===== config.mk =====
export PLATFORM = sky130hd
export DESIGN_NAME = command_line_keyword_matcher_core
export DESIGN_NICKNAME = d
export VERILOG_FILES = /design/src/hw/rtl/clm_pkg.sv /design/src/hw/rtl/clm_front.sv /design/src/hw/rtl/clm_queue.sv /design/src/hw/rtl/clm_back.sv /design/src/hw/rtl/command_line_keyword_matcher_core.sv
export SDC_FILE = /design/constraint.sdc
export NUM_CORES = 1
export LEC_CHECK = 0
export ABC_AREA = 0
export ABC_CLOCK_PERIOD_IN_PS = 9630
export BUFFER_PORTS_ARGS = -buffer_cell sky130_fd_sc_hd__buf_4
export CORE_MARGIN = 2
export CORE_UTILIZATION = 50
export CTS_CLUSTER_SIZE = 12
export DETAILED_ROUTE_END_ITERATION = 8
export PLACE_DENSITY = 0.81
export REMOVE_ABC_BUFFERS = 1
export SETUP_SLACK_MARGIN = 0.05
export SYNTH_ARGS = -nofsm -noshare
export SYNTH_HDL_FRONTEND = slang
export SYNTH_SLANG_ARGS = --single-unit

===== constraint.sdc =====
create_clock -name clk -period 9.63 [get_ports clk]
set_input_delay 1.926 -clock clk [delete_from_list [all_inputs] [get_ports clk]]
set_output_delay 1.926 -clock clk [all_outputs]
set_load 0.02 [all_outputs]

===== src/hw/rtl/clm_pkg.sv =====
// Shared types and constants for the command line keyword matcher.
`default_nettype none

package clm_pkg;

  localparam logic [7:0] KEY_BACKSPACE = 8'd8;
  localparam logic [7:0] KEY_NEWLINE   = 8'd10;
  localparam logic [7:0] CHAR_SPACE    = 8'h20;
  localparam logic [7:0] CHAR_HASH     = 8'h23;

  // Longest keyword; match flags are kept for this many leading positions.
  localparam int KW_SPAN = 6;

  localparam logic [7:0] KW_HELP   [KW_SPAN] = '{8'h68, 8'h65, 8'h6C, 8'h70, 8'h00, 8'h00};
  localparam logic [7:0] KW_HELLO  [KW_SPAN] = '{8'h68, 8'h65, 8'h6C, 8'h6C, 8'h6F, 8'h00};
  localparam logic [7:0] KW_REBOOT [KW_SPAN] = '{8'h72, 8'h65, 8'h62, 8'h6F, 8'h6F, 8'h74};

  localparam logic [1:0] CMD_HELP      = 2'd0;
  localparam logic [1:0] CMD_HELLO     = 2'd1;
  localparam logic [1:0] CMD_REBOOT    = 2'd2;
  localparam logic [1:0] CMD_NOT_FOUND = 2'd3;

  localparam logic ITEM_TX    = 1'b0;
  localparam logic ITEM_EVENT = 1'b1;

  typedef enum logic [1:0] {
    OP_ECHO    = 2'd0,
    OP_BKSP    = 2'd1,
    OP_NEWLINE = 2'd2
  } op_kind_t;

  // One classified word handed from the front end to the sequencer.
  typedef struct packed {
    op_kind_t   kind;
    logic [7:0] data;
    logic [1:0] code;
    logic [3:0] len;
  } cmd_t;

endpackage

`default_nettype wire


===== src/hw/rtl/clm_front.sv =====
// Front end: accepts bytes, tracks the line and classifies each byte.
`default_nettype none

module clm_front
  import clm_pkg::*;
#(
  parameter int LINE_DEPTH = 16
) (
  input  wire logic       clk,
  input  wire logic       rst_n,
  input  wire logic       in_valid,
  output logic            in_ready,
  input  wire logic [7:0] in_rx_byte,
  input  wire logic       q_full,
  output logic            q_push,
  output cmd_t            q_cmd
);

  localparam int CW = $clog2(LINE_DEPTH);
  localparam int LW = (CW > 4) ? CW : 4;
  localparam logic [CW-1:0] LINE_CAP = CW'(LINE_DEPTH - 1);

  logic [CW-1:0]      count_r, count_nxt;
  logic [KW_SPAN-1:0] hit_help_r, hit_hello_r, hit_reboot_r;

  logic          accept;
  logic          ignored;
  logic          is_bksp;
  logic          is_nl;
  logic          store;
  logic [LW-1:0] count_ext;
  logic [3:0]    len;
  logic [1:0]    code;

  assign in_ready  = !q_full;
  assign accept    = in_valid && !q_full;
  assign ignored   = in_rx_byte[7];
  assign is_bksp   = (in_rx_byte == KEY_BACKSPACE);
  assign is_nl     = (in_rx_byte == KEY_NEWLINE);
  assign store     = accept && !ignored && !is_bksp && !is_nl && (count_r < LINE_CAP);
  assign count_ext = LW'(count_r);
  assign len       = (count_ext > LW'(15)) ? 4'd15 : count_ext[3:0];

  always_comb begin
    if (count_r == CW'(4) && (&hit_help_r[3:0])) begin
      code = CMD_HELP;
    end else if (count_r == CW'(5) && (&hit_hello_r[4:0])) begin
      code = CMD_HELLO;
    end else if (count_r == CW'(6) && (&hit_reboot_r[5:0])) begin
      code = CMD_REBOOT;
    end else begin
      code = CMD_NOT_FOUND;
    end
  end

  always_comb begin
    q_push       = accept && !ignored;
    q_cmd.data   = in_rx_byte;
    q_cmd.code   = code;
    q_cmd.len    = len;
    if (is_bksp) begin
      q_cmd.kind = OP_BKSP;
    end else if (is_nl) begin
      q_cmd.kind = OP_NEWLINE;
    end else begin
      q_cmd.kind = OP_ECHO;
    end
  end

  always_comb begin
    count_nxt = count_r;
    if (accept && !ignored) begin
      if (is_nl) begin
        count_nxt = '0;
      end else if (is_bksp) begin
        if (count_r != '0) begin
          count_nxt = count_r - CW'(1);
        end
      end else if (store) begin
        count_nxt = count_r + CW'(1);
      end
    end
  end

  always_ff @(posedge clk) begin
    if (!rst_n) begin
      count_r <= '0;
    end else begin
      count_r <= count_nxt;
    end
  end

  // Only the comparison outcome of each leading character is needed, so
  // the line itself is reduced to one hit bit per keyword and position.
  always_ff @(posedge clk) begin
    for (int p = 0; p < KW_SPAN; p++) begin
      if (store && count_r == CW'(p)) begin
        hit_help_r[p]   <= (in_rx_byte == KW_HELP[p]);
        hit_hello_r[p]  <= (in_rx_byte == KW_HELLO[p]);
        hit_reboot_r[p] <= (in_rx_byte == KW_REBOOT[p]);
      end
    end
  end

endmodule

`default_nettype wire


===== src/hw/rtl/clm_queue.sv =====
// Two-entry queue of classified words between front end and sequencer.
`default_nettype none

module clm_queue
  import clm_pkg::*;
(
  input  wire logic clk,
  input  wire logic rst_n,
  input  wire logic push,
  input  cmd_t      push_cmd,
  input  wire logic pop,
  output logic      full,
  output logic      empty,
  output cmd_t      head
);

  cmd_t       slot_r [2];
  logic       wr_ptr_r, rd_ptr_r;
  logic [1:0] fill_r;

  assign full  = (fill_r == 2'd2);
  assign empty = (fill_r == 2'd0);
  assign head  = slot_r[rd_ptr_r];

  always_ff @(posedge clk) begin
    if (push) begin
      slot_r[wr_ptr_r] <= push_cmd;
    end
  end

  always_ff @(posedge clk) begin
    if (!rst_n) begin
      wr_ptr_r <= 1'b0;
      rd_ptr_r <= 1'b0;
      fill_r   <= 2'd0;
    end else begin
      if (push) begin
        wr_ptr_r <= !wr_ptr_r;
      end
      if (pop) begin
        rd_ptr_r <= !rd_ptr_r;
      end
      fill_r <= fill_r + 2'(push) - 2'(pop);
    end
  end

endmodule

`default_nettype wire


===== src/hw/rtl/clm_back.sv =====
// Sequencer: expands each classified word into its result words.
`default_nettype none

module clm_back
  import clm_pkg::*;
(
  input  wire logic       clk,
  input  wire logic       rst_n,
  input  wire logic       q_empty,
  input  cmd_t            q_head,
  output logic            q_pop,
  output logic            out_valid,
  input  wire logic       out_ready,
  output logic            out_item_kind,
  output logic [7:0]      out_tx_byte,
  output logic [1:0]      out_command_code,
  output logic [3:0]      out_line_length,
  output logic            out_last_of_run
);

  logic [1:0] step_r, step_nxt;
  logic       valid_r;
  logic       kind_r, kind_nxt;
  logic [7:0] tx_r, tx_nxt;
  logic [1:0] code_r, code_nxt;
  logic [3:0] len_r, len_nxt;
  logic       last_r, last_nxt;
  logic       load;

  assign load  = !q_empty && (!valid_r || out_ready);
  assign q_pop = load && last_nxt;

  always_comb begin
    kind_nxt = ITEM_TX;
    tx_nxt   = 8'd0;
    code_nxt = 2'd0;
    len_nxt  = 4'd0;
    last_nxt = 1'b0;
    case (q_head.kind)
      OP_BKSP: begin
        tx_nxt   = (step_r == 2'd1) ? CHAR_SPACE : KEY_BACKSPACE;
        last_nxt = (step_r == 2'd2);
      end
      OP_NEWLINE: begin
        case (step_r)
          2'd0: tx_nxt = KEY_NEWLINE;
          2'd1: begin
            kind_nxt = ITEM_EVENT;
            code_nxt = q_head.code;
            len_nxt  = q_head.len;
          end
          2'd2: tx_nxt = CHAR_HASH;
          default: begin
            tx_nxt   = CHAR_SPACE;
            last_nxt = 1'b1;
          end
        endcase
      end
      default: begin
        tx_nxt   = q_head.data;
        last_nxt = 1'b1;
      end
    endcase
  end

  always_comb begin
    step_nxt = step_r;
    if (load) begin
      step_nxt = last_nxt ? 2'd0 : step_r + 2'd1;
    end
  end

  always_ff @(posedge clk) begin
    if (!rst_n) begin
      step_r  <= 2'd0;
      valid_r <= 1'b0;
    end else begin
      step_r <= step_nxt;
      if (load) begin
        valid_r <= 1'b1;
      end else if (out_ready) begin
        valid_r <= 1'b0;
      end
    end
  end

  always_ff @(posedge clk) begin
    if (load) begin
      kind_r <= kind_nxt;
      tx_r   <= tx_nxt;
      code_r <= code_nxt;
      len_r  <= len_nxt;
      last_r <= last_nxt;
    end
  end

  assign out_valid        = valid_r;
  assign out_item_kind    = kind_r;
  assign out_tx_byte      = tx_r;
  assign out_command_code = code_r;
  assign out_line_length  = len_r;
  assign out_last_of_run  = last_r;

endmodule

`default_nettype wire


===== src/hw/rtl/command_line_keyword_matcher_core.sv =====
// Top level of the command line keyword matcher: front end, queue, sequencer.
// out_valid for the first result word rises once the accepted byte has passed the queue and
// the output register. The sequencer gives one result word per cycle while out_ready is high;
// a byte yields 1, 3 or 4 result words (echo, backspace, newline); ignored bytes yield none.
// The two-entry queue lets the front end take new bytes while results wait at the output.
// Reset (rst_n low, synchronous) empties the queue and output and zeroes the line length.
`default_nettype none

module command_line_keyword_matcher_core
  import clm_pkg::*;
#(
  parameter int LINE_DEPTH = 16
) (
  input  wire logic       clk,
  input  wire logic       rst_n,
  input  wire logic       in_valid,
  output logic            in_ready,
  input  wire logic [7:0] in_rx_byte,
  output logic            out_valid,
  input  wire logic       out_ready,
  output logic            out_item_kind,
  output logic [7:0]      out_tx_byte,
  output logic [1:0]      out_command_code,
  output logic [3:0]      out_line_length,
  output logic            out_last_of_run
);

  // Classified words travel from the front end to the sequencer through
  // the queue; the front end decides the command code at newline time,
  // because the line state it needs is cleared by that same byte.
  cmd_t push_cmd;
  cmd_t head;
  logic push;
  logic pop;
  logic full;
  logic empty;

  // The front end keeps the line length and the per-position keyword hits.
  clm_front #(
    .LINE_DEPTH(LINE_DEPTH)
  ) u_front (
    .clk       (clk),
    .rst_n     (rst_n),
    .in_valid  (in_valid),
    .in_ready  (in_ready),
    .in_rx_byte(in_rx_byte),
    .q_full    (full),
    .q_push    (push),
    .q_cmd     (push_cmd)
  );

  clm_queue u_queue (
    .clk     (clk),
    .rst_n   (rst_n),
    .push    (push),
    .push_cmd(push_cmd),
    .pop     (pop),
    .full    (full),
    .empty   (empty),
    .head    (head)
  );

  // The sequencer steps through the result words of the head entry and
  // holds each one in the output register until it is taken.
  clm_back u_back (
    .clk             (clk),
    .rst_n           (rst_n),
    .q_empty         (empty),
    .q_head          (head),
    .q_pop           (pop),
    .out_valid       (out_valid),
    .out_ready       (out_ready),
    .out_item_kind   (out_item_kind),
    .out_tx_byte     (out_tx_byte),
    .out_command_code(out_command_code),
    .out_line_length (out_line_length),
    .out_last_of_run (out_last_of_run)
  );

endmodule

`default_nettype wire

==> impl_metrics.json, run 1 <==
{
  "status": "finished, final reports clean",
  "hold_buffers": 0,
  "synth-edff-count": 58,
  "ys.flop_type": "edfxtp_1",
  "drc": 0,
  "use_met1_pct": 20.5,
  "grt.met3_usage_pct": 4.95,
  "finalSetupViolCount": 0,
  "fin_nets": 304,
  "powerDensity_nw_per_um2": 249,
  "layout_min_cycle_time_ns": 3.45,
  "cp-end-kind": "flip-flop",
  "start_util_pct": 52.5,
  "grt_max_degree": 18,
  "synth-simple-area-share_pct": 15.6,
  "max_freq_mhz": 289,
  "startpoint_type": "primary input",
  "maxSlewViolCount": 0,
  "path_max_fanout": 8,
  "cts_buffer_depth": 2,
  "design.core.area_sq_um": 6030,
  "fin_cells": 357,
  "hold_slack_ns": 0.518,
  "via_per_inst": 5.45,
  "tightest_slew_ns": 0.922,
  "clk_pin_slew_ns": 0.07,
  "postLayoutCoreUtil_pct": 59.9,
  "grt_pass1_vias": 1966,
  "htreeDepth": 3,
  "power.leakage_nw": 1.34,
  "crit_type": "in2reg",
  "dp_cells": 342,
  "grt_first_pass_wirelength_um": 9100,
  "netlist_area_sq_um": 3160,
  "synth-compound-area-share_pct": 6.29,
  "yosys_warnings": 0,
  "cts_buffers": 9,
  "firstDrtPassIters": 4,
  "setup_tns_ns": 0,
  "cts.sinks": 70,
  "rsz0062_at_grt": "false",
  "drv_cap": 0,
  "yosysTopAreaCell": "edfxtp_1",
  "clk_latency_ns": 0.33,
  "drt-total-wl_um": 5350,
  "slew_headroom_pct": 38.4,
  "avgSynthCellArea_sq_um": 12.8,
  "wire_per_inst_um": 15.0,
  "synth_top_family_by_area": "simple AND/OR/NAND/NOR gates",
  "ant_nets": 0,
  "clock_tree.root_cell": "clkbuf_8",
  "syn_inst": 246,
  "gp_congestion": 0.870,
  "die_w_um": 83.5,
  "top_usage_layer": "met2",
  "muxShareOfSynthArea_pct": 5.42,
  "fp-row-count": 28,
  "io_pins": 30,
  "worst_hold_path_type": "reg2reg",
  "port_buffers": 29,
  "die_area_sq_um": 6970,
  "hold_viol_final": 0,
  "yosysUniqueCellTypes": 49,
  "ys_ff_latch": 70,
  "vias": 1946,
  "cp.required_ns": 9.89,
  "ir_worst_vdd_mv": 0.134,
  "overflow": 0,
  "ctsResizeCount": 0,
  "drive_above_1_share_pct": 17.7,
  "drtIter0Drc": 130,
  "skew_ns": 0.00671,
  "post-dp-hpwl_um": 3800,
  "diodes": 0,
  "netlist_top_cells_count": "edfxtp_1 (58), nor2_1 (21), mux2i_1 (16)",
  "die_y_um": 83.5,
  "use_met2_pct": 27.6,
  "cts_tree": "yes",
  "synthTopCellsByArea": "edfxtp_1 (55%), dfxtp_1 (7.6%), ha_1 (5.5%), mux2i_1 (5.1%), nor2_1 (2.5%)",
  "grt.total_usage_pct": 16.8,
  "syn_to_final_growth_pct": 14.2,
  "arrival_ns": 3.71,
  "synth_fa_ha_area_share_pct": 5.54,
  "antenna_found_initial": 0,
  "yosys.cell_count.top_type": "edfxtp_1",
  "synth_top_cell_area_share_pct": 55.1,
  "final.period_utilization_pct": 35.9,
  "synth_seq_area_share_pct": 62.7,
  "synth_xor_area_share_pct": 1.11,
  "post-cts-setup-buffers": 0,
  "async_reset_ff_share_pct": 0
}
==> area by class of cell <==
type                            count  area, sq um
Fill cell                         479         2420
Sequential cell                    70         1980
Multi-Input combinational cell    152         1070
Timing Repair Buffer               30          225
Clock buffer                       10          128
Tap cell                           75         93.8
Inverter                           15         56.3
Clock inverter                      5         51.3
==> report_power, final <==
group          switching (W)  internal, W  leakage, nW
clock               0.000103     0.000116       0.0896
sequential         0.0000341     0.000395        0.632
combinational       0.000140     0.000110        0.618
==> worst max-delay path, stage by stage <==
cell	delay [ns]
buf_4	0.14
nor4_2	0.47
a31oi_1	0.20
a311oi_1	0.65
nand3_1	0.14
a21boi_1	0.18
==> per-layer routing <==
metal  up-vias  wire (um)
met4         0        127
met5         -          0
met3        16        285
met2        51       2590
li1        958          -
met1       921       2340
==> state kept, by name, summed over array words and instances (netlist names), named ones only <==
name / cells
u_front.count_ext: 4
u_back.step_r: 2
u_queue.rd_ptr_r: 1
u_back.out_line_length: 4
u_queue.slot_r: 32
u_front.hit_hello_r: 2
u_front.hit_reboot_r: 6
u_front.hit_help_r: 2
u_back.out_last_of_run: 1
u_queue.wr_ptr_r: 1
u_back.out_tx_byte: 8
u_back.out_valid: 1
u_queue.fill_r: 2
u_back.out_item_kind: 1
u_back.out_command_code: 2
==> final timing paths <==
check        cells past startpoint        startpoint                   end  slack [ns]
max                              6     in_rx_byte[7]  u_front.count_ext[0]        6.18
min                              2  u_back.step_r[1]      u_back.step_r[1]        0.52
max reg2reg                     11         flip-flop     u_queue.fill_r[1]        6.23
min reg2reg                      2  u_back.step_r[1]      u_back.step_r[1]        0.52
==> per-stage QoR <==
stage,instance area (sq um),setup slack [ns],total power [W]
5_1_grt,3610,5.93,0.000947
4_1_cts,3610,6.17,0.000908
2_1_floorplan,3110,6.30,0.000595
3_5_place_dp,3430,5.90,0.000689
6_report,3610,6.18,0.000898
3_3_place_gp,3430,6.03,0.000679
==> cells by family after synthesis <==
family | Yosys count
and+or+nand+nor | 89
DFF | 70
AOI/OAI and AO/OA | 28
buffers and inverters | 24
muxes | 17
adders and majority gates | 14
xor gates and xnor gates | 4
==> layout by cell type (no fill, tap or decap), drive strengths merged, types with 6 or more instances in the layout <==
cell | Yosys | final
edfxtp | 58 | 58
buf | 3 | 30
nor2 | 22 | 22
mux2i | 16 | 16
inv | 15 | 15
nand2 | 15 | 15
ha | 14 | 14
dfxtp | 12 | 12
and2 | 10 | 10
clkbuf | 6 | 10
nor3 | 9 | 9
nand3 | 8 | 8
nor2b | 7 | 7
a21oi | 6 | 6
(Power assumes the default switching activity.)
==> run 2, diff against run 1 <==
ABC_CLOCK_PERIOD_IN_PS = 2900   (was 9630)
PLACE_DENSITY = 0.84   (was 0.81)
clock period = 2.9 ns   (was 9.63 ns; I/O delays follow)
==> impl_metrics.json, run 2 (synthesis results as in run 1) <==
{
  "layout_commonest_cell": "edfxtp_1",
  "cts_tree": "yes",
  "slew_headroom_pct": 49.3,
  "use_met1_pct": 20.2,
  "power.leakage_nw": 1.35,
  "tightest_slew_ns": 0.761,
  "fp-row-count": 28,
  "top_register": "u_queue.slot_r",
  "diodes": 0,
  "post-cts-setup-buffers": 0,
  "cts_buffer_depth": 2,
  "startpoint_type": "flip-flop",
  "clock_tree.root_cell": "clkbuf_8",
  "die_area_sq_um": 6970,
  "clk_latency_ns": 0.35,
  "fin_nets": 306,
  "port_buffers": 29,
  "fin_cells": 360,
  "powerDensity_nw_per_um2": 833,
  "skew_ns": 0.00883,
  "grt_first_pass_wirelength_um": 8960,
  "max_freq_mhz": 386,
  "drive_above_1_share_pct": 17.9,
  "syn_to_final_growth_pct": 14.7,
  "grt_max_degree": 18,
  "vias": 1986,
  "top_usage_layer": "met2",
  "design.core.area_sq_um": 6030,
  "hold_buffers": 0,
  "gp_congestion": 0.813,
  "die_y_um": 83.5,
  "overflow": 0,
  "antenna_found_initial": 0,
  "ctsResizeCount": 0,
  "rsz0062_at_grt": "false",
  "drt-total-wl_um": 5610,
  "fillerInstances": 477,
  "maxSlewViolCount": 0,
  "power.total_w": 0.00302,
  "cts_buffers": 9,
  "io_pins": 30,
  "die_w_um": 83.5,
  "post-dp-hpwl_um": 3890,
  "path_max_fanout": 6,
  "dp_cells": 344,
  "firstDrtPassIters": 4,
  "start_util_pct": 52.5,
  "worst_hold_path_type": "in2reg",
  "final.period_utilization_pct": 89.4,
  "cp.required_ns": 3.14,
  "ant_nets": 0,
  "mostFrequentLayoutCells": "edfxtp_1 (58), buf_4 (32), nor2_1 (21), mux2i_1 (16)",
  "crit_type": "reg2reg",
  "grt.met3_usage_pct": 4.65,
  "ir_worst_vdd_mv": 0.534,
  "via_per_inst": 5.52,
  "htreeDepth": 3,
  "use_met2_pct": 27.6,
  "status": "finished, final reports clean",
  "layout_min_cycle_time_ns": 2.59,
  "arrival_ns": 2.84,
  "drc": 0,
  "drv_cap": 0,
  "grt.total_usage_pct": 17.0,
  "grt_pass1_vias": 1858,
  "wire_per_inst_um": 15.6,
  "cp-end-kind": "flip-flop",
  "cts.sinks": 70,
  "largest_reg_flops": 32,
  "clk_pin_slew_ns": 0.06,
  "finalSetupViolCount": 0,
  "drtIter0Drc": 138,
  "hold_viol_final": 0
}
[run 2: cell types whose count changed in the layout (fill, tap and decap cells not counted)]
cell / previous run / this run
buf_4: 30 / 32
clkbuf_1: 1 / 2
clkinv_1: 1 / 2
clkinv_2: 2 / 1
[run 2: routing by layer]
layer / routed length [um] / up-vias
met2: 2720 / 71
li1: - / 964
met3: 348 / 14
met5: 0 / -
met4: 139 / 0
met1: 2400 / 937
[run 2: per-stage QoR]
step | setup TNS [ns] | hold WS [ns] | cell area [sq um] | worst slack, ns | util, %
after global routing | 0 | 0.462 | 3630 | 0.126 | 60.2
after CTS | 0 | 0.456 | 3630 | 0.307 | 60.2
after global placement | 0 | 0.487 | 3440 | 0.453 | 57.2
final | 0 | 0.467 | 3630 | 0.307 | 60.2
after floorplan | -0.0197 | 0.474 | 3110 | -0.0197 | -
after detailed placement | 0 | 0.501 | 3440 | 0.350 | 57.2
[run 2: critical path: stages (launching register included)]
cell and delay, ns:
dfxtp_1 0.38, mux2i_1 0.24, inv_1 0.07, ha_1 0.24, a221oi_1 0.46, nor2_1 0.14
ha_1 0.30, inv_1 0.04, ha_1 0.19, xnor2_1 0.20, xnor2_1 0.09, and2_1 0.15
[run 2: final timing paths]
path | startpoint | to | slack [ns] | depth (start not counted)
max | flip-flop | u_queue.fill_r[1] | 0.31 | 11
min | in_rx_byte[6] | u_queue.slot_r[1][12] | 0.47 | 1
max reg2reg | flip-flop | u_queue.fill_r[1] | 0.31 | 11
min reg2reg | u_back.step_r[1] | u_back.step_r[1] | 0.51 | 2
[run 2: cell type report]
cell class                 instances  area [sq um]  share of cell area (%)
sequential                        70          1980                    54.7
multi-input combinational        152          1070                    29.6
timing repair buffer              32           240                    6.63
clock buffer                      11           131                    3.62
tap                               75          93.8                    2.59
inverter                          15          56.3                    1.55
clock inverter                     5          50.0                    1.38
[run 2: report_power, final]
part	switching, W	internal [W]	leakage, nW	total (W)
clock	0.000347	0.000390	0.0884	0.000737
combinational	0.000518	0.000380	0.628	0.000898
sequential	0.0000710	0.00131	0.632	0.00138
total	0.000936	0.00208	1.35	0.00302
